### src/design/lmb_pkg.sv
`timescale 1ns / 1ps

package lmb_pkg;

	localparam int TICK_W    = 32;
	localparam int LED_W     = 4;
	localparam int REG_CHANS = 4;
	localparam int TIME_W    = 16;
	localparam int CFG_IDX_W = 3;
	localparam int CFG_W     = 34;

	localparam logic [TICK_W-1:0] FULL_SCALE = 32'hFFFF_FFFF;

	localparam logic [1:0] MODE_OFF    = 2'd0;
	localparam logic [1:0] MODE_ON     = 2'd1;
	localparam logic [1:0] MODE_TOGGLE = 2'd2;

	localparam logic [CFG_IDX_W-1:0] REG_TICK_LIMIT = 3'd0;
	localparam logic [CFG_IDX_W-1:0] REG_CH_FIRST   = 3'd1;

	typedef struct packed {
		logic [TIME_W-1:0] off_time;
		logic [TIME_W-1:0] on_time;
		logic [1:0]        mode;
	} setting_t;

	typedef struct packed {
		logic [TICK_W-1:0] prev_tick;
		logic [TICK_W-1:0] elapsed;
	} entry_t;

	typedef struct packed {
		logic vld;
		logic lit;
		logic wr;
	} chan_stat_t;

	typedef enum logic [1:0] {
		ST_IDLE,
		ST_READ,
		ST_DRAIN
	} seq_state_t;

endpackage

### src/design/lmb_ram.sv
`timescale 1ns / 1ps

module lmb_ram #(
	parameter int WIDTH = 64,
	parameter int DEPTH = 4,
	localparam int AW = (DEPTH > 1) ? $clog2(DEPTH) : 1
) (
	input  logic             clk,
	input  logic             we,
	input  logic [AW-1:0]    waddr,
	input  logic [WIDTH-1:0] wdata,
	input  logic             re,
	input  logic [AW-1:0]    raddr,
	output logic [WIDTH-1:0] rdata
);

	logic [WIDTH-1:0] mem_q [DEPTH];

	always_ff @(posedge clk) begin
		if (we) begin
			mem_q[waddr] <= wdata;
		end
		if (re) begin
			rdata <= mem_q[raddr];
		end
	end

endmodule

### src/design/lmb_chan.sv
`timescale 1ns / 1ps

module lmb_chan import lmb_pkg::*; #(
	parameter int CW = 2
) (
	input  logic              clk,
	input  logic              arst_n,
	input  logic              vld_s1,
	input  logic [CW-1:0]     ch_s1,
	input  entry_t            rd_entry,
	input  logic              rd_entry_vld,
	input  setting_t          setting,
	input  logic [TICK_W-1:0] now_tick,
	input  logic [TICK_W-1:0] tick_limit,
	output chan_stat_t        stat,
	output logic [CW-1:0]     wb_ch,
	output entry_t            wb_entry
);

	logic [TICK_W-1:0] cnt;
	logic [TICK_W-1:0] prev;
	logic [TIME_W:0]   period;
	logic              lit_tog;
	logic [TICK_W-1:0] base;
	logic [TICK_W-1:0] delta;
	logic              toggle;

	logic              vld_s2;
	logic [CW-1:0]     ch_s2;
	logic              lit_s2;
	logic              toggle_s2;
	logic [TICK_W-1:0] base_s2;
	logic [TICK_W-1:0] delta_s2;
	logic [TICK_W:0]   sum;

	always_comb begin
		cnt    = rd_entry_vld ? rd_entry.elapsed : '0;
		prev   = rd_entry_vld ? rd_entry.prev_tick : '0;
		period = {1'b0, setting.on_time} + {1'b0, setting.off_time};
		toggle = (setting.mode == MODE_TOGGLE);
		if (cnt < TICK_W'(setting.on_time)) begin
			lit_tog = 1'b1;
			base    = cnt;
		end else if (cnt < TICK_W'(period)) begin
			lit_tog = 1'b0;
			base    = cnt;
		end else begin
			lit_tog = 1'b1;
			base    = '0;
		end
		if (now_tick >= prev) begin
			delta = now_tick - prev;
		end else begin
			delta = tick_limit - prev + now_tick;
		end
	end

	always_ff @(posedge clk or negedge arst_n) begin
		if (!arst_n) begin
			vld_s2 <= 1'b0;
		end else begin
			vld_s2 <= vld_s1;
		end
	end

	always_ff @(posedge clk) begin
		if (vld_s1) begin
			ch_s2     <= ch_s1;
			toggle_s2 <= toggle;
			lit_s2    <= toggle ? lit_tog : (setting.mode == MODE_ON);
			base_s2   <= base;
			delta_s2  <= delta;
		end
	end

	assign sum = {1'b0, base_s2} + {1'b0, delta_s2};

	assign stat.vld           = vld_s2;
	assign stat.lit           = vld_s2 && lit_s2;
	assign stat.wr            = vld_s2 && toggle_s2;
	assign wb_ch              = ch_s2;
	assign wb_entry.prev_tick = now_tick;
	assign wb_entry.elapsed   = sum[TICK_W] ? FULL_SCALE : sum[TICK_W-1:0];

endmodule

### src/design/multi_channel_led_blinker.sv
`timescale 1ns / 1ps
// Channel   Ports                         Contents
// input     s_tvalid s_tready s_tdata     now_tick, one service pass
// output    m_tvalid m_tready m_tdata     led_states
// config    cfg_we cfg_index cfg_data     tick_limit, channel settings
//
// A pass reads the state memory once a cycle for each of min(CHANNELS, 4)
// channels, then two stages of update and write-back, and the load of the output
// register; the input opens again in the same cycle as the result appears.
// Reset clears the settings, the per-channel entry valid bits and the output valid.
// A finished pass holds, and the input stays closed, until the previous result
// has been taken from the output register.

module multi_channel_led_blinker import lmb_pkg::*; #(
	parameter int CHANNELS = 4
) (
	input  logic                 clk,
	input  logic                 arst_n,
	input  logic                 s_tvalid,
	output logic                 s_tready,
	input  logic [31:0]          s_tdata,   // [31:0] now_tick
	output logic                 m_tvalid,
	input  logic                 m_tready,
	output logic [7:0]           m_tdata,   // [3:0] led_states, [7:4] zero
	input  logic                 cfg_we,
	input  logic [CFG_IDX_W-1:0] cfg_index,
	input  logic [CFG_W-1:0]     cfg_data
);

	localparam int ACTIVE = (CHANNELS < REG_CHANS) ? CHANNELS : REG_CHANS;
	localparam int CW     = (ACTIVE > 1) ? $clog2(ACTIVE) : 1;

	seq_state_t        state_q;
	seq_state_t        state_d;
	logic              rd_en;
	logic              load_out;
	logic              busy;
	logic [CW-1:0]     rd_ch_q;
	logic              vld_s1;
	logic [CW-1:0]     ch_s1;
	logic [TICK_W-1:0] now_q;
	logic [TICK_W-1:0] tick_limit_q;
	setting_t          setting_q [ACTIVE];
	logic [ACTIVE-1:0] entry_vld_q;
	logic [LED_W-1:0]  leds_q;
	logic              m_tvalid_q;
	logic [7:0]        m_tdata_q;
	entry_t            rd_entry;
	chan_stat_t        stat;
	logic [CW-1:0]     wb_ch;
	entry_t            wb_entry;

	assign busy = vld_s1 || stat.vld;

	always_comb begin
		state_d = state_q;
		case (state_q)
			ST_IDLE: begin
				if (s_tvalid) begin
					state_d = ST_READ;
				end
			end
			ST_READ: begin
				if (rd_ch_q == CW'(ACTIVE - 1)) begin
					state_d = ST_DRAIN;
				end
			end
			ST_DRAIN: begin
				if (!busy && (!m_tvalid_q || m_tready)) begin
					state_d = ST_IDLE;
				end
			end
			default: state_d = ST_IDLE;
		endcase
	end

	always_comb begin
		s_tready = 1'b0;
		rd_en    = 1'b0;
		load_out = 1'b0;
		case (state_q)
			ST_IDLE:  s_tready = 1'b1;
			ST_READ:  rd_en = 1'b1;
			ST_DRAIN: load_out = !busy && (!m_tvalid_q || m_tready);
			default: begin
				s_tready = 1'b0;
			end
		endcase
	end

	always_ff @(posedge clk or negedge arst_n) begin
		if (!arst_n) begin
			state_q      <= ST_IDLE;
			rd_ch_q      <= '0;
			vld_s1       <= 1'b0;
			m_tvalid_q   <= 1'b0;
			tick_limit_q <= FULL_SCALE;
			entry_vld_q  <= '0;
			for (int k = 0; k < ACTIVE; k++) begin
				setting_q[k] <= '0;
			end
		end else begin
			state_q <= state_d;
			vld_s1  <= rd_en;
			if (s_tvalid && s_tready) begin
				rd_ch_q <= '0;
			end else if (rd_en) begin
				rd_ch_q <= rd_ch_q + 1'b1;
			end
			if (load_out) begin
				m_tvalid_q <= 1'b1;
			end else if (m_tready) begin
				m_tvalid_q <= 1'b0;
			end
			if (cfg_we && cfg_index == REG_TICK_LIMIT) begin
				tick_limit_q <= cfg_data[TICK_W-1:0];
			end
			for (int k = 0; k < ACTIVE; k++) begin
				if (cfg_we && cfg_index == REG_CH_FIRST + CFG_IDX_W'(k)) begin
					setting_q[k]   <= cfg_data;
					entry_vld_q[k] <= 1'b0;
				end else if (stat.wr && wb_ch == CW'(k)) begin
					entry_vld_q[k] <= 1'b1;
				end
			end
		end
	end

	always_ff @(posedge clk) begin
		if (s_tvalid && s_tready) begin
			now_q  <= s_tdata[TICK_W-1:0];
			leds_q <= '0;
		end else begin
			for (int k = 0; k < ACTIVE; k++) begin
				if (stat.lit && wb_ch == CW'(k)) begin
					leds_q[k] <= 1'b1;
				end
			end
		end
		if (rd_en) begin
			ch_s1 <= rd_ch_q;
		end
		if (load_out) begin
			m_tdata_q <= {{(8 - LED_W){1'b0}}, leds_q};
		end
	end

	lmb_ram #(
		.WIDTH($bits(entry_t)),
		.DEPTH(ACTIVE)
	) u_state_ram (
		.clk  (clk),
		.we   (stat.wr),
		.waddr(wb_ch),
		.wdata(wb_entry),
		.re   (rd_en),
		.raddr(rd_ch_q),
		.rdata(rd_entry)
	);

	lmb_chan #(
		.CW(CW)
	) u_chan (
		.clk         (clk),
		.arst_n      (arst_n),
		.vld_s1      (vld_s1),
		.ch_s1       (ch_s1),
		.rd_entry    (rd_entry),
		.rd_entry_vld(entry_vld_q[ch_s1]),
		.setting     (setting_q[ch_s1]),
		.now_tick    (now_q),
		.tick_limit  (tick_limit_q),
		.stat        (stat),
		.wb_ch       (wb_ch),
		.wb_entry    (wb_entry)
	);

	assign m_tvalid = m_tvalid_q;
	assign m_tdata  = m_tdata_q;

`ifndef SYNTHESIS
	a_accept_starts_reads: assert property (@(posedge clk) disable iff (!arst_n)
		s_tvalid && s_tready |=> state_q == ST_READ && rd_ch_q == '0)
		else $error("accepted pass did not start reading channel zero");

	a_idle_pipe_empty: assert property (@(posedge clk) disable iff (!arst_n)
		state_q == ST_IDLE |-> !vld_s1 && !stat.vld)
		else $error("update pipeline busy while sequencer idle");

	a_write_in_pass: assert property (@(posedge clk) disable iff (!arst_n)
		stat.wr |-> state_q == ST_READ || state_q == ST_DRAIN)
		else $error("state memory written outside a pass");

	a_channel_range: assert property (@(posedge clk) disable iff (!arst_n)
		vld_s1 |-> ch_s1 <= CW'(ACTIVE - 1))
		else $error("channel index out of range");
`endif

endmodule
### config.mk
export PLATFORM = sky130hd
export DESIGN_NAME = multi_channel_led_blinker
export DESIGN_NICKNAME = d
export VERILOG_FILES = /design/src/design/lmb_pkg.sv /design/src/design/lmb_ram.sv /design/src/design/lmb_chan.sv /design/src/design/multi_channel_led_blinker.sv
export SDC_FILE = /design/constraint.sdc
export NUM_CORES = 1
export LEC_CHECK = 0
export ABC_CLOCK_PERIOD_IN_PS = 10370
export BUFFER_PORTS_ARGS = -buffer_cell sky130_fd_sc_hd__buf_2
export CAP_MARGIN = 20
export CORE_MARGIN = 2
export CORE_UTILIZATION = 45
export DETAILED_ROUTE_END_ITERATION = 10
export GPL_TIMING_DRIVEN = 1
export MAX_ROUTING_LAYER = met4
export SYNTH_ARGS = -nofsm -noshare
export SYNTH_HDL_FRONTEND = slang
export SYNTH_SLANG_ARGS = --single-unit
export TNS_END_PERCENT = 1
### constraint.sdc
create_clock -name clk -period 10.37 [get_ports clk]
set_clock_uncertainty 0.05 [all_clocks]
set_input_delay 0.5185 -clock clk [delete_from_list [all_inputs] [get_ports clk]]
set_output_delay 0.5185 -clock clk [all_outputs]
set_load 0.01 [all_outputs]
==> summary.txt <==
Floorplanning
  • Die Y-Extent: 263 microns
  • Core box area: 0.0661 sq mm
  • DIE AREA: 0.0692 sq mm
  • Row count: 94
  • I/O pin cnt: 84
  • Starting Density: 45.7%
  • Die X: 263 microns

Clock tree
  • Post_cts resized: 0
  • Post-CTS setup buffer count: 0
  • H-tree depth: 3
  • Root Driver: clkbuf_16
  • CTS Buf Count: 67
  • Clk_lat worst skew: 0.62 ns
  • Clock buffer depth: 3
  • CTS tree: built
  • Clk sinks: 609
  • CTS clk-pin slew, worst paths: 0.06 ns

Setup path
  • CP Max Fanout: 34
  • Crit path capture type: flop
  • R2R setup slack: 4.19 ns
  • Crit Path Class: reg2reg
  • Startpoint types: flop
  • Critical path, cell by cell: buf_4 -> mux4_2 -> ha_1 -> fa_1 -> a21o_1 -> a21oi_1 -> o21bai_1 -> a21oi_1 -> o21bai_1 -> nand4_1 -> a31oi_1 -> a311o_1 -> xnor2_1 -> ha_1 -> nand3_1 -> a2111oi_2 -> o21ai_1 -> a211oi_2 -> nor2b_1
  • Worst reg2reg path depth: 19
  • CP max stage delay: 0.87 ns
  • Critical path data arrival time: 6.44 ns
  • Crit-path slowest cell: a211oi_2
  • Worst EP required: 10.64 ns

Drt
  • Routed WL: 72,000 microns
  • Drt first pass iters: 5
  • DRC: 0
  • DRT antenna net count: 0
  • DRT iter0 DRCs: 1,320
  • Drt wl/cell: 22.0 microns
  • Vias: 18,000
  • Vias per Instance: 5.51

Global route
  • Largest net degree at the start of global routing: 113
  • Vias in the first global route: 18,700
  • Total grt overflow: 0
  • Initial antenna violation count: 4
  • Global-route wire length before repair: 111,000 microns
  • Total Routing Usage GR: 21.8%

Hold path
  • Hold path depth: 1
  • HP Class: in2reg

Run
  • Max Cap Viol: 0

Yosys
  • Post-synthesis sequential area ratio: 57.6%
  • Synthesized cell area: 0.0302 sq mm
  • Ys Warns: 0
  • Synth async-reset ratio: 29.4%
  • Top-count cell post-synth: edfxtp_1
  • Top post-synthesis cells by count: edfxtp_1, inv_1, nand2_1
  • Ys flop type: edfxtp_1
  • Cells after Synth: 2,217
  • Register bit count reported by yosys: 609
  • Ranking of synthesized cells by area: edfxtp_1, dfrtp_1, mux4_2
  • Yosys top cell by area: edfxtp_1
  • Post-synth top area share: 42.4%
  • Syn avg cell area: 13.6 sq um
  • Post-synthesis cell type count: 78
  • EDFF count, synth: 426

Timing
  • Final setup viols: 0
  • Fmax: 162 MHz
  • Final hold vios: 0
  • Setup TNS: 0 ns
  • Final worst-path cycle share: 59.6%
  • Slew Viols, Final: 0
  • Measured slew at the worst slew-check pin: 1.06 ns
  • Min cycle time layout: 6.18 ns
  • Rel. slew slack: 29.6%
  • RSZ-0062 raised after global routing: false

Final layout
  • Layout cell share with drive strength beyond 1: 21.3%
  • Fill cells: 5,617
  • Final Instance Count excl. Fillers: 3,269
  • Area added between synthesis and finish: 12.9%
  • Nets: 2,603
  • Util after Layout: 51.6%

Placed design
  • Post-DP HPWL: 50,400 microns
  • DP Cell Count: 3,129
  • I/O Buffers: 79
  • Gpl congestion: 0.914

Outcome
  • Status: completed
[flip-flops by register name, indices dropped and copies added (netlist names), 4 cells and up]
register and flops:
u_chan.base_s2 32, m_tdata 4, now_q 32, u_chan.delta_s2 32, u_state_ram.mem_q 256, entry_vld_q 4
u_state_ram.rdata 64, tick_limit_q 32, setting_q 136, leds_q 4
[placed cells by master, fill, tap and decap left out, drive strengths merged, types with 9 or more instances in the layout]
cell,Yosys,routed
and2,26,26
xor2,34,34
nand2,153,153
nand4,14,14
fa,34,34
edfxtp,426,426
nand2b,20,20
ha,144,144
o21bai,10,10
nor3,31,31
conb,1,19
clkbuf,42,85
inv,207,213
dfrtp,147,147
a31oi,12,12
buf,29,106
mux2,138,138
nor2b,32,32
a21boi,10,10
dlygate4sd3,0,12
a21o,53,53
o211ai,9,9
a21oi,101,101
dfstp,32,32
nor2,81,81
o21a,23,23
a211oi,14,14
xnor2,41,41
clkinv,0,24
mux4,99,99
and3,13,13
nand3,22,22
o21ai,118,118
o31ai,13,13
[worst max-delay path, delay by kind of cell, from the launching register on]
kind | cells | cell delay (ns)
DFF | 1 | 0.41
xor gates and xnor gates | 1 | 0.14
and+or+nand+nor | 3 | 0.35
muxes | 1 | 0.62
AOI/OAI and AO/OA | 10 | 2.70
adders and majority gates | 3 | 0.96
buffers and inverters | 1 | 0.63
[per-stage QoR]
stage               hold WS, ns  setup slack (ns)  cell area [sq um]
global route            0.00345              3.67              34100
finish                   0.0284              4.19              34100
detailed placement        0.386              4.21              31600
floorplan                 0.173              4.83              30200
CTS                     0.00173              4.16              33900
global placement          0.384              4.36              31600
[per-layer routing]
layer	GRT usage, %	part of all wire [%]
met2	35.2	49
met4	7.12	2.7
met5	-	0
met3	2.86	3.8
met1	28.7	45
[cell families after synthesis]
| group | count (synthesis) | synth area share (%) |
|---|---|---|
| buffers and inverters | 278 | 3.65 |
| multiplexers | 240 | 12.6 |
| AO/OA/AOI/OAI | 405 | 8.69 |
| XOR/XNOR | 75 | 2.18 |
| flip-flops | 609 | 57.6 |
| adder cells (fa/ha/maj) | 178 | 8.23 |
| other | 1 | 0.0124 |
| AND/OR/NAND/NOR | 431 | 6.98 |
[area by class of cell]
| cell class | count | area, sq um | area share [%] |
|---|---|---|---|
| multi-input combinational | 1348 | 11800 | 34.7 |
| clock buffer | 85 | 1830 | 5.36 |
| clock inverter | 35 | 359 | 1.05 |
| timing repair buffer | 118 | 815 | 2.39 |
| tap | 864 | 1080 | 3.17 |
| antenna | 3 | 7.51 | 0.0220 |
| inverter | 207 | 777 | 2.28 |
| sequential | 609 | 17400 | 51.1 |
[final timing paths]
path	start	end
setup / recovery	ch_s1[0]$_DFFE_PP_	u_chan.base_s2[14]$_DFFE_PP_
hold / removal	s_tdata[12]	now_q[12]$_DFFE_PP_
setup reg to reg	ch_s1[0]$_DFFE_PP_	u_chan.base_s2[14]$_DFFE_PP_
hold reg to reg	leds_q[3]$_SDFFE_PP0P_	m_tdata[3]$_DFFE_PP_
max in group asynchronous	arst_n	rd_ch_q[0]$_DFFE_PN0P_
min in group asynchronous	arst_n	setting_q[46]$_DFFE_PN0P_
[repair_timing]
action / in CTS / in global routing
setup endpoints to repair: 0 / 0
hold endpoints to repair: 11 / 36
hold buffers: 11 / 1
Power is not shown: default switching activity piles up to over one toggle a cycle in this logic, so the estimate is an artifact.
